### src/hw/rtl/swmc_pkg.sv
package swmc_pkg;

    // width of one stroke width word
    localparam int WIDTH_W = 8;

    // number of distinct width levels held in the presence mask
    localparam int LEVELS = 1 << WIDTH_W;

    // presence mask is scanned one row of bits per cycle
    localparam int ROW_W     = 8;
    localparam int PICK_W    = $clog2(ROW_W);
    localparam int NUM_ROWS  = LEVELS / ROW_W;
    localparam int ROW_IDX_W = $clog2(NUM_ROWS);

    // distinct count can reach LEVELS itself
    localparam int DISTINCT_W = WIDTH_W + 1;

    // bits of one row popcount
    localparam int POP_W = PICK_W + 1;

    localparam int DEFAULT_MAX_POINTS = 64;

    typedef logic [WIDTH_W-1:0] width_t;

endpackage

### src/hw/rtl/swmc_ram.sv
module swmc_ram #(
    parameter int WIDTH = 8,
    parameter int DEPTH = 64,
    localparam int AW = (DEPTH > 1) ? $clog2(DEPTH) : 1
) (
    input  logic             clk,
    input  logic             we,
    input  logic [AW-1:0]    waddr,
    input  logic [WIDTH-1:0] wdata,
    input  logic [AW-1:0]    raddr,
    output logic [WIDTH-1:0] rdata
);

    logic [WIDTH-1:0] mem [DEPTH];

    always_ff @(posedge clk)
    begin
        if (we)
        begin
            mem[waddr] <= wdata;
        end
        rdata <= mem[raddr];
    end

endmodule

### src/hw/rtl/ray_stroke_width_median_clamp.sv
// flow: a point is taken at the accepting edge and its mask row is rewritten in the next cycle;
//   after the last point of a ray the first word comes out after mask update, row scan, bit
//   pick, buffer read and clamp, then one word per cycle in arrival order
// busy: through the mask update after a plain point, and through scan, pick and emit after the
//   last point of a ray; the full 32-row mask scan, which also clears the mask, sets the overhead
// reset: rst_n async active low; a pass zeroes all 32 mask rows, busy high; results never stall
module ray_stroke_width_median_clamp #(
    parameter int MAX_POINTS = swmc_pkg::DEFAULT_MAX_POINTS
) (
    input  logic                 clk,
    input  logic                 rst_n,
    input  logic                 start,
    output logic                 busy,
    input  swmc_pkg::width_t     width,
    input  logic                 last_point,
    output logic                 result_strobe,
    output swmc_pkg::width_t     refined_width,
    output logic                 last_result,
    output logic                 overflowed
);

    import swmc_pkg::*;

    // buffer address and fill count widths follow the buffer depth
    localparam int AW = (MAX_POINTS > 1) ? $clog2(MAX_POINTS) : 1;
    localparam int CW = $clog2(MAX_POINTS + 1);
    // row pointer runs one past the last row so the final returned row is consumed
    localparam int PTR_W = ROW_IDX_W + 1;

    // sequencer states
    localparam logic [2:0] ST_CLEAR = 3'd0;  // zeroing the mask ram after reset
    localparam logic [2:0] ST_IDLE  = 3'd1;  // waiting for the next width of a ray
    localparam logic [2:0] ST_MARK  = 3'd2;  // setting the width's bit in its mask row
    localparam logic [2:0] ST_SCAN  = 3'd3;  // counting set mask bits row by row
    localparam logic [2:0] ST_PICK  = 3'd4;  // locating the median bit in its row
    localparam logic [2:0] ST_EMIT  = 3'd5;  // reading the buffer back out

    // control state
    logic [2:0]            state_reg,      state_next;
    logic [DISTINCT_W-1:0] distinct_reg,   distinct_next;
    logic [CW-1:0]         count_reg,      count_next;
    logic                  ovf_reg,        ovf_next;
    logic [PTR_W-1:0]      row_ptr_reg,    row_ptr_next;
    logic                  row_valid_reg,  row_valid_next;
    logic                  found_reg,      found_next;
    logic [DISTINCT_W-1:0] seen_acc_reg,   seen_acc_next;
    logic [CW-1:0]         emit_idx_reg,   emit_idx_next;
    logic                  rd_valid_reg,   rd_valid_next;
    logic                  strobe_reg,     strobe_next;

    // payload
    width_t                hold_width_reg, hold_width_next;
    logic                  hold_last_reg,  hold_last_next;
    logic [ROW_W-1:0]      row_bits_reg,   row_bits_next;
    logic [PICK_W-1:0]     rank_reg,       rank_next;
    logic [ROW_IDX_W-1:0]  med_row_reg,    med_row_next;
    width_t                median_reg,     median_next;
    logic                  rd_last_reg,    rd_last_next;
    logic                  rd_ovf_reg,     rd_ovf_next;
    width_t                refined_reg,    refined_next;
    logic                  last_out_reg,   last_out_next;
    logic                  ovf_out_reg,    ovf_out_next;

    logic                  accept;
    logic                  count_full;
    logic [DISTINCT_W-1:0] target;
    logic [ROW_IDX_W-1:0]  mask_raddr;
    logic                  mask_we;
    logic [ROW_IDX_W-1:0]  mask_waddr;
    logic [ROW_W-1:0]      mask_wdata;
    logic [ROW_W-1:0]      mask_rdata;
    logic [ROW_W-1:0]      mark_bit;
    logic [ROW_IDX_W-1:0]  proc_row;
    logic                  proc_last;
    logic [POP_W-1:0]      row_pop;
    logic [DISTINCT_W-1:0] seen_sum;
    logic                  row_hit;
    logic [PICK_W-1:0]     pick_idx;
    logic [POP_W-1:0]      pick_cnt;
    logic                  pick_found;
    logic                  emit_last;
    width_t                rd_data;

    assign busy       = (state_reg != ST_IDLE) || rd_valid_reg;
    assign accept     = start && !busy;
    assign count_full = (count_reg == CW'(MAX_POINTS));

    // bit of the held width inside its mask row
    assign mark_bit = ROW_W'(1) << hold_width_reg[PICK_W-1:0];

    // the median sits at position distinct/2 among the set mask bits
    assign target    = distinct_reg >> 1;
    // returned row is the one addressed in the previous cycle
    assign proc_row  = row_ptr_reg[ROW_IDX_W-1:0] - ROW_IDX_W'(1);
    assign proc_last = (proc_row == ROW_IDX_W'(NUM_ROWS - 1));
    assign row_pop   = POP_W'($countones(mask_rdata));
    assign seen_sum  = seen_acc_reg + DISTINCT_W'(row_pop);
    assign row_hit   = !found_reg && (seen_sum > target);

    // find the set bit of rank rank_reg within the captured row
    always_comb
    begin
        pick_idx   = '0;
        pick_cnt   = '0;
        pick_found = 1'b0;
        for (int i = 0; i < ROW_W; i++)
        begin
            if (row_bits_reg[i] && !pick_found && (pick_cnt == POP_W'(rank_reg)))
            begin
                pick_idx   = PICK_W'(i);
                pick_found = 1'b1;
            end
            pick_cnt = pick_cnt + POP_W'(row_bits_reg[i]);
        end
    end

    assign emit_last = ((emit_idx_reg + CW'(1)) == count_reg);

    // width buffer: written while loading, read back in order while emitting
    swmc_ram #(
        .WIDTH (WIDTH_W),
        .DEPTH (MAX_POINTS)
    ) u_buf (
        .clk   (clk),
        .we    (accept && !count_full),
        .waddr (count_reg[AW-1:0]),
        .wdata (width),
        .raddr (emit_idx_reg[AW-1:0]),
        .rdata (rd_data)
    );

    // presence mask ram ports
    // a row is read at the accepting edge and written back in the mark cycle; busy holds the
    // next word off until that write is done, so no two accesses to a row overlap
    always_comb
    begin
        mask_we    = 1'b0;
        mask_waddr = row_ptr_reg[ROW_IDX_W-1:0];
        mask_wdata = '0;
        mask_raddr = row_ptr_reg[ROW_IDX_W-1:0];
        unique case (state_reg)
            ST_CLEAR:
            begin
                mask_we = 1'b1;
            end
            ST_IDLE:
            begin
                mask_raddr = width[WIDTH_W-1:PICK_W];
            end
            ST_MARK:
            begin
                mask_we    = 1'b1;
                mask_waddr = hold_width_reg[WIDTH_W-1:PICK_W];
                mask_wdata = mask_rdata | mark_bit;
            end
            ST_SCAN:
            begin
                // each row is zeroed once it has been counted
                mask_we    = row_valid_reg;
                mask_waddr = proc_row;
            end
            default:
            begin
                mask_we = 1'b0;
            end
        endcase
    end

    swmc_ram #(
        .WIDTH (ROW_W),
        .DEPTH (NUM_ROWS)
    ) u_mask (
        .clk   (clk),
        .we    (mask_we),
        .waddr (mask_waddr),
        .wdata (mask_wdata),
        .raddr (mask_raddr),
        .rdata (mask_rdata)
    );

    always_comb
    begin
        state_next      = state_reg;
        distinct_next   = distinct_reg;
        count_next      = count_reg;
        ovf_next        = ovf_reg;
        row_ptr_next    = row_ptr_reg;
        row_valid_next  = 1'b0;
        found_next      = found_reg;
        seen_acc_next   = seen_acc_reg;
        emit_idx_next   = emit_idx_reg;
        rd_valid_next   = 1'b0;
        hold_width_next = hold_width_reg;
        hold_last_next  = hold_last_reg;
        row_bits_next   = row_bits_reg;
        rank_next       = rank_reg;
        med_row_next    = med_row_reg;
        median_next     = median_reg;
        rd_last_next    = rd_last_reg;
        rd_ovf_next     = rd_ovf_reg;

        unique case (state_reg)
            ST_CLEAR:
            begin
                if (row_ptr_reg[ROW_IDX_W-1:0] == ROW_IDX_W'(NUM_ROWS - 1))
                begin
                    row_ptr_next = '0;
                    state_next   = ST_IDLE;
                end
                else
                begin
                    row_ptr_next = row_ptr_reg + PTR_W'(1);
                end
            end
            ST_IDLE:
            begin
                if (accept)
                begin
                    hold_width_next = width;
                    hold_last_next  = last_point;
                    // full buffer: word still counts toward the median but is dropped
                    if (count_full)
                    begin
                        ovf_next = 1'b1;
                    end
                    else
                    begin
                        count_next = count_reg + CW'(1);
                    end
                    state_next = ST_MARK;
                end
            end
            ST_MARK:
            begin
                // new distinct level bumps the distinct count
                if (!(|(mask_rdata & mark_bit)))
                begin
                    distinct_next = distinct_reg + DISTINCT_W'(1);
                end
                if (hold_last_reg)
                begin
                    state_next = ST_SCAN;
                end
                else
                begin
                    state_next = ST_IDLE;
                end
            end
            ST_SCAN:
            begin
                if (row_ptr_reg < PTR_W'(NUM_ROWS))
                begin
                    row_valid_next = 1'b1;
                    row_ptr_next   = row_ptr_reg + PTR_W'(1);
                end
                if (row_valid_reg)
                begin
                    seen_acc_next = seen_sum;
                    if (row_hit)
                    begin
                        row_bits_next = mask_rdata;
                        rank_next     = PICK_W'(target - seen_acc_reg);
                        med_row_next  = proc_row;
                        found_next    = 1'b1;
                    end
                    // every row is visited so the whole mask ends up cleared
                    if (proc_last)
                    begin
                        state_next = ST_PICK;
                    end
                end
            end
            ST_PICK:
            begin
                median_next   = {med_row_reg, pick_idx};
                distinct_next = '0;
                found_next    = 1'b0;
                seen_acc_next = '0;
                row_ptr_next  = '0;
                state_next    = ST_EMIT;
            end
            ST_EMIT:
            begin
                rd_valid_next = 1'b1;
                rd_last_next  = emit_last;
                rd_ovf_next   = ovf_reg;
                if (emit_last)
                begin
                    emit_idx_next = '0;
                    count_next    = '0;
                    ovf_next      = 1'b0;
                    state_next    = ST_IDLE;
                end
                else
                begin
                    emit_idx_next = emit_idx_reg + CW'(1);
                end
            end
            default:
            begin
                state_next = ST_IDLE;
            end
        endcase
    end

    // output stage: clamp the returned buffer word to the median
    assign strobe_next   = rd_valid_reg;
    assign refined_next  = (rd_data > median_reg) ? median_reg : rd_data;
    assign last_out_next = rd_last_reg;
    assign ovf_out_next  = rd_ovf_reg;

    always_ff @(posedge clk or negedge rst_n)
    begin
        if (!rst_n)
        begin
            state_reg     <= ST_CLEAR;
            distinct_reg  <= '0;
            count_reg     <= '0;
            ovf_reg       <= 1'b0;
            row_ptr_reg   <= '0;
            row_valid_reg <= 1'b0;
            found_reg     <= 1'b0;
            seen_acc_reg  <= '0;
            emit_idx_reg  <= '0;
            rd_valid_reg  <= 1'b0;
            strobe_reg    <= 1'b0;
        end
        else
        begin
            state_reg     <= state_next;
            distinct_reg  <= distinct_next;
            count_reg     <= count_next;
            ovf_reg       <= ovf_next;
            row_ptr_reg   <= row_ptr_next;
            row_valid_reg <= row_valid_next;
            found_reg     <= found_next;
            seen_acc_reg  <= seen_acc_next;
            emit_idx_reg  <= emit_idx_next;
            rd_valid_reg  <= rd_valid_next;
            strobe_reg    <= strobe_next;
        end
    end

    always_ff @(posedge clk)
    begin
        hold_width_reg <= hold_width_next;
        hold_last_reg  <= hold_last_next;
        row_bits_reg   <= row_bits_next;
        rank_reg       <= rank_next;
        med_row_reg    <= med_row_next;
        median_reg     <= median_next;
        rd_last_reg    <= rd_last_next;
        rd_ovf_reg     <= rd_ovf_next;
        refined_reg    <= refined_next;
        last_out_reg   <= last_out_next;
        ovf_out_reg    <= ovf_out_next;
    end

    assign result_strobe = strobe_reg;
    assign refined_width = refined_reg;
    assign last_result   = last_out_reg;
    assign overflowed    = ovf_out_reg;

endmodule

### config.mk
export PLATFORM = sky130hd
export DESIGN_NAME = ray_stroke_width_median_clamp
export DESIGN_NICKNAME = d
export VERILOG_FILES = /design/src/hw/rtl/swmc_pkg.sv /design/src/hw/rtl/swmc_ram.sv /design/src/hw/rtl/ray_stroke_width_median_clamp.sv
export SDC_FILE = /design/constraint.sdc
export NUM_CORES = 1
export LEC_CHECK = 0
export BUFFER_PORTS_ARGS = -buffer_cell sky130_fd_sc_hd__buf_2
export CORE_UTILIZATION = 55
export CTS_CLUSTER_SIZE = 16
export DETAILED_ROUTE_END_ITERATION = 10
export GPL_TIMING_DRIVEN = 0
export HOLD_SLACK_MARGIN = 0.03
export PLACE_DENSITY = 0.81
export SYNTH_ARGS = -nofsm -noshare
export SYNTH_HDL_FRONTEND = slang
export SYNTH_SLANG_ARGS = --single-unit
### constraint.sdc
create_clock -name clk -period 12.6 [get_ports clk]
set_input_delay 2.52 -clock clk [delete_from_list [all_inputs] [get_ports clk]]
set_output_delay 2.52 -clock clk [all_outputs]
set_load 0.005 [all_outputs]
==> results of run 1 <==
## through the flow
| step | utilization (%) | hold WS, ps | worst slack [ps] |
|---|---|---|---|
| after detailed placement | 57.89 | 404.5 | 6561 |
| after global placement | 57.68 | 402.4 | 6703 |
| final | 62.19 | 419.0 | 7041 |
| after floorplan | - | 323.3 | 7308 |
| after global routing | 62.19 | 428.4 | 6808 |
| after CTS | 62.13 | 419.0 | 6608 |
## metal layers
layer	global-route usage, %	vias up
met5	0	-
met4	10.90	10
met3	5.742	283
met2	42.40	1449
met1	35.87	10590
li1	-	8839
## power by group through the flow
stage	clock (W)	sequential (W)	combinational, W
floorplan	0	0.00351	0.00198
global placement	0	0.00353	0.00277
detailed placement	0	0.00354	0.00287
CTS	0.00252	0.00348	0.00292
global route	0.00262	0.00349	0.00316
finish	0.00251	0.00348	0.00296
## cell usage after synthesis (all sizes together) (7+ instances only)
library cell  number
edfxtp           803
nand2            193
nor2             176
mux2i            145
mux4             113
buf               55
a32oi             53
inv               50
clkbuf            46
dfrtp             46
a21oi             43
ha                41
o21ai             37
nand3             35
o221ai            34
nand4             28
xnor2             27
dfxtp             26
xor2              22
o22ai             20
nor3              19
mux2              15
and3              13
a211oi            12
nor2b             12
a22oi             10
a31oi              9
nand2b             9
a22o               8
fa                 8
nand3b             7
or3                7
or4                7
## worst reg2reg max path, stage by stage (launching register included)
cell      delay, ps
dfrtp_1         420
fa_1            550
inv_1            50
fa_1            490
fa_1            420
fa_1            430
fa_1            470
nor2b_1         120
o21ai_0         130
a21oi_1         320
xor2_1          200
ha_1            260
and3_1          190
nand4_1          90
o221ai_1        110
a21oi_1         180
o21ai_0         140
nor2_1          440
buf_6           230
## cell families after synthesis
| group | count (synthesis) | synth area share (%) |
|---|---|---|
| buffers and inverters | 152 | 1.904 |
| AND/OR/NAND/NOR | 525 | 6.633 |
| XOR/XNOR | 49 | 1.190 |
| adder cells (fa/ha/maj) | 50 | 1.894 |
| flip-flops | 875 | 71.49 |
| AO/OA/AOI/OAI | 263 | 5.287 |
| multiplexers | 273 | 11.60 |
## area by class of cell
cell class | instances | area (sq um) | share of cell area [%]
multi-input cells | 1160 | 9639 | 24.00
repair buffers | 30 | 241.5 | 0.6012
clock inverters | 47 | 508.0 | 1.265
plain buffers | 101 | 495.5 | 1.234
clock buffers | 108 | 2231 | 5.555
flip-flops and latches | 875 | 25780 | 64.20
diodes | 1 | 2.502 | 0.006231
well taps | 855 | 1070 | 2.664
inverters | 51 | 191.4 | 0.4766
## path summary, 6_finish.rpt
| path | startpoint | endpoint |
|---|---|---|
| worst max-delay path | seen_acc_reg[0] | row_bits_reg[4] |
| worst min-delay path | med_row_reg[1] | median_reg[4] |
| worst max register to register | seen_acc_reg[0] | row_bits_reg[4] |
| worst min register to register | med_row_reg[1] | median_reg[4] |
| max in group asynchronous | rst_n | distinct_reg[6] |
| min in group asynchronous | rst_n | count_reg[4] |
==> results.yml, run 1 <==
worst_setup_path:
  arrival_ps: 5910
  critPathCaptureType: "flip-flop"
  rr_worst_depth: 18
  worst-path-buf-inv: 2
  critPathKind: "reg2reg"
  critPathMaxFanout: 11
  crit_path_top_delay_cell: "fa_1"
  path_common_cell: "fa_1"
  crit_chain: "fa_1 > inv_1 > fa_1 > fa_1 > fa_1 > fa_1 > nor2b_1 > o21ai_0 > a21oi_1 > xor2_1 > ha_1 > and3_1 > nand4_1 > o221ai_1 > a21oi_1 > o21ai_0 > nor2_1 > buf_6"
  cp-start-kind: "flip-flop"
  worstSetupPathDepth: 18
  critPathTopFamily: "adder cells"
  max_stage_delay_ps: 550
  r2r_slack_ps: 7040
  cp.required_ps: 12950
finish:
  fin_nets: 2363
  top_register: "u_buf.mem"
  largest_reg_flops: 512
  final_common_cell: "edfxtp_1"
  final_cell_area_sq_um: 40160
  drive_gt1_share_pct: 15.01
  area_growth_pct: 11.35
  reg_top3: "u_buf.mem x512, u_mask.mem x256"
  final_cell_mix: "edfxtp_1, nand2_1, nor2_1, mux2i_1, mux4_2"
  fill_cells: 4305
  fin_cells: 3228
yosys:
  synth_seq_cells: 875
  async_flop_share_pct: 5.257
  synth_top_area_cell: "edfxtp_1"
  postSynthAreaPerCell_sq_um: 16.49
  synth_edf_count: 803
  synth_area_sq_um: 36070
  syn-num-nets: 2248
  synth_top_area_share_pct: 66.85
  ys_warn_count: 0
  seq_area_frac_synth_pct: 71.49
  synthCells: 2187
  synth-main-ff-cell: "edfxtp_1"
  synth_area_leaders: "edfxtp_1, mux4_2, mux2i_1, dfrtp_1, nand2_1"
  synth.distinct_cells: 78
power_and_ir_drop:
  comb_power_share_pct: 33.1
  p_sw_w: 0.003031
  p_clk_share_pct: 28.0
  p_per_area_nw_per_um2: 222.9
  switching_share_pct: 33.86
  ir_drop_mv: 0.1203
  p_total_w: 0.008951
  leakagePower_nw: 13.57
  internal_power_w: 0.005920
  power_frac_seq_pct: 38.9
timing:
  rsz0062_at_grt: "false"
  fin_skew_ps: 24.96
  slew_headroom_pct: 8.448
  period_minus_slack_ps: 5559
  clock.fmax_mhz: 179.9
  worstMarginPinSlew_ps: 1373
  finalSetupTns_ps: 0
  slew_violations: 0
  setup_violations: 0
  finalHoldViolCount: 0
  fin_crit_sh_pct: 44.12
grt:
  grt_max_degree: 72
  antenna_found_initial: 6
  grt_pass1_vias: 21290
  gr-total-overflow: 0
  grt_first_pass_wirelength_mm: 131.3
  grt_use_total_pct: 26.60
clocking:
  cts_tree: "built"
  clk_path_buf_depth: 3
  insertion_delay_ps: 650
  root_buffer: "clkbuf_16"
  h-tree-depth: 3
  clk_pin_slew_ps: 60
  cts_setup_buffers: 0
  clock_sinks: 875
  postCtsHoldBufs: 0
  cts_resized: 0
  numCtsBuffers: 83
routing:
  highest-signal-layer: "met5"
  wl_met2_mm: 41.75
  wire_per_inst_microns: 27.24
  wl_met3_mm: 9.471
  drt_iter0_markers: 3179
  wl_mm: 87.92
  dr.pass1.iters: 9
  wirelength_met1_mm: 33.14
  routed_via_density: 6.557
  drc: 0
  via_count: 21170
  ant_nets: 0
placed_design:
  io_buffers: 23
  placed_cell_area_sq_um: 37380
  placed_cells: 3070
  dpl.hpwl_mm: 54.89
  finalWeightedCongestion: 0.9457
hold_path:
  hold_class: "reg2reg"
  min_path_cells: 0
run_status:
  status: "completed"
floorplan:
  die_h_microns: 258.1
  die_w_microns: 258.1
  io_pins: 24
  core_area_sq_um: 64580
  dieArea_sq_um: 66610
  start_util_pct: 55.85
  rows: 93
flow_run:
  cap_violations: 0
(Power assumes the default switching activity.)
==> run 2: changes to the inputs <==
==> constraint.sdc (replaced) <==
create_clock -name clk -period 5.2 [get_ports clk]
set_input_delay 1.04 -clock clk [delete_from_list [all_inputs] [get_ports clk]]
set_output_delay 1.04 -clock clk [all_outputs]
set_load 0.005 [all_outputs]
==> results.yml, run 2 (synthesized netlist as in run 1, its figures left out) <==
floorplan:
  die_h_microns: 258.1
  rows: 93
  die_w_microns: 258.1
  dieArea_sq_um: 66610
  core_area_sq_um: 64580
  io_pins: 24
  start_util_pct: 55.85
power_and_ir_drop:
  switching_share_pct: 33.52
  leakagePower_nw: 13.60
  power_frac_seq_pct: 38.7
  p_clk_share_pct: 27.8
  internal_power_w: 0.01447
  ir_drop_mv: 0.2985
  p_per_area_nw_per_um2: 541.7
  p_total_w: 0.02176
  p_sw_w: 0.007293
  comb_power_share_pct: 33.5
clocking:
  clk_path_buf_depth: 3
  numCtsBuffers: 81
  h-tree-depth: 3
  clock_sinks: 875
  postCtsHoldBufs: 0
  clk_pin_slew_ps: 60
  root_buffer: "clkbuf_16"
  cts_tree: "built"
  insertion_delay_ps: 650
finish:
  final_cell_mix: "edfxtp_1, nand2_1, nor2_1, mux2i_1, mux4_2"
  top_register: "u_buf.mem"
  multi_input_area_sq_um: 9652
  reg_top3: "u_buf.mem x512, u_mask.mem x256"
  drive_gt1_share_pct: 15.20
  area_growth_pct: 11.35
  regArea_sq_um: 25780
  fin_cells: 3224
  largest_reg_flops: 512
  final_common_cell: "edfxtp_1"
  fill_cells: 4306
  fin_nets: 2364
  final_core_util_pct: 62.19
timing:
  setup_violations: 0
  period_minus_slack_ps: 4948
  clock.fmax_mhz: 202.1
  holdWs_ps: 422.9
  finalHoldViolCount: 0
  worstMarginPinSlew_ps: 1449
  slew_headroom_pct: 3.372
  slew_violations: 0
  fin_crit_sh_pct: 95.16
  fin_skew_ps: 33.15
hold_path:
  hold_class: "reg2reg"
  hold_start: "med_row_reg[0]"
worst_setup_path:
  critPathKind: "reg2reg"
  critPathMaxFanout: 12
  arrival_ps: 5290
  startpoint: "seen_acc_reg[0]"
  critPathCaptureType: "flip-flop"
  cp.required_ps: 5540
  rr_startpoint: "seen_acc_reg[0]"
  cp-start-kind: "flip-flop"
grt:
  grt_use_total_pct: 26.04
  antenna_found_initial: 2
  gr-total-overflow: 0
  grt_pass1_vias: 20660
  grt_first_pass_wirelength_mm: 128.4
  grt_max_degree: 72
placed_design:
  placed_cells: 3072
  finalWeightedCongestion: 0.9405
  dpl.hpwl_mm: 55.13
  io_buffers: 23
run_status:
  status: "completed"
routing:
  drt_iter0_markers: 3234
  ant_nets: 0
  wl_mm: 86.69
  dr.pass1.iters: 6
  routed_via_density: 6.508
  via_count: 20980
  wire_per_inst_microns: 26.89
  drc: 0
flow_run:
  cap_violations: 0
## run 2: power groups by stage
| stage | logic, W | clock network (W) | registers, W |
|---|---|---|---|
| after floorplan | 0.00480 | 0 | 0.00849 |
| after CTS | 0.00708 | 0.00607 | 0.00843 |
| after global placement | 0.00670 | 0 | 0.00856 |
| final | 0.00728 | 0.00605 | 0.00843 |
| after detailed placement | 0.00698 | 0 | 0.00857 |
| after global routing | 0.00771 | 0.00633 | 0.00846 |
## run 2: final cells by class
cell class | instances | share of cell area (%)
Antenna cell | 1 | 0.006231
Buffer | 101 | 1.234
Tap cell | 855 | 2.664
Inverter | 51 | 0.4766
Sequential cell | 875 | 64.20
Clock buffer | 101 | 5.361
Clock inverter | 47 | 1.352
Multi-Input combinational cell | 1160 | 24.03
Timing Repair Buffer | 33 | 0.6760
## run 2: routing by layer
layer | routed length, microns | share of wire [%] | GRT usage, %
met4 | 2795 | 3.2 | 9.747
met5 | 0 | 0 | 0
met2 | 41590 | 48 | 41.46
met3 | 9864 | 11 | 5.624
met1 | 32440 | 37 | 35.55
## run 2: repair_timing
action / CTS / global route
setup endpoints to repair: 16 / 16
buffers inserted: 2 / 1
pin swaps: 1 / 2
resized for setup: 3 / 5
## run 2: final timing paths
kind                              endpoint  slack, ps  depth (start not counted)
setup reg to reg               rank_reg[2]        250                         18
setup / recovery               rank_reg[2]        250                         18
hold reg to reg              median_reg[3]        420                          0
max in group asynchronous  emit_idx_reg[0]       3820                          1
min in group asynchronous  emit_idx_reg[1]        660                          1
hold / removal               median_reg[3]        420                          0
## run 2: through the flow
step                setup WS, ps  setup TNS [ps]  area, sq um
floorplan                  150.5               0        36070
global placement          -330.3           -5271        37260
global route              -12.03          -53.53        40160
CTS                        22.10               0        40130
detailed placement        -432.2           -6902        37400
finish                     251.9               0        40160
## run 2: critical path, cell delays in order, from the launching register on
cell,delay [ps]
dfrtp_1,420
fa_1,560
inv_1,50
fa_1,490
fa_1,430
fa_2,370
fa_1,470
nor2b_1,130
o21ai_1,120
a21oi_2,180
xor2_1,190
ha_1,260
and3_1,190
nand4_1,100
o221ai_1,120
a21oi_2,170
o21ai_2,110
nor2_4,140
buf_12,150
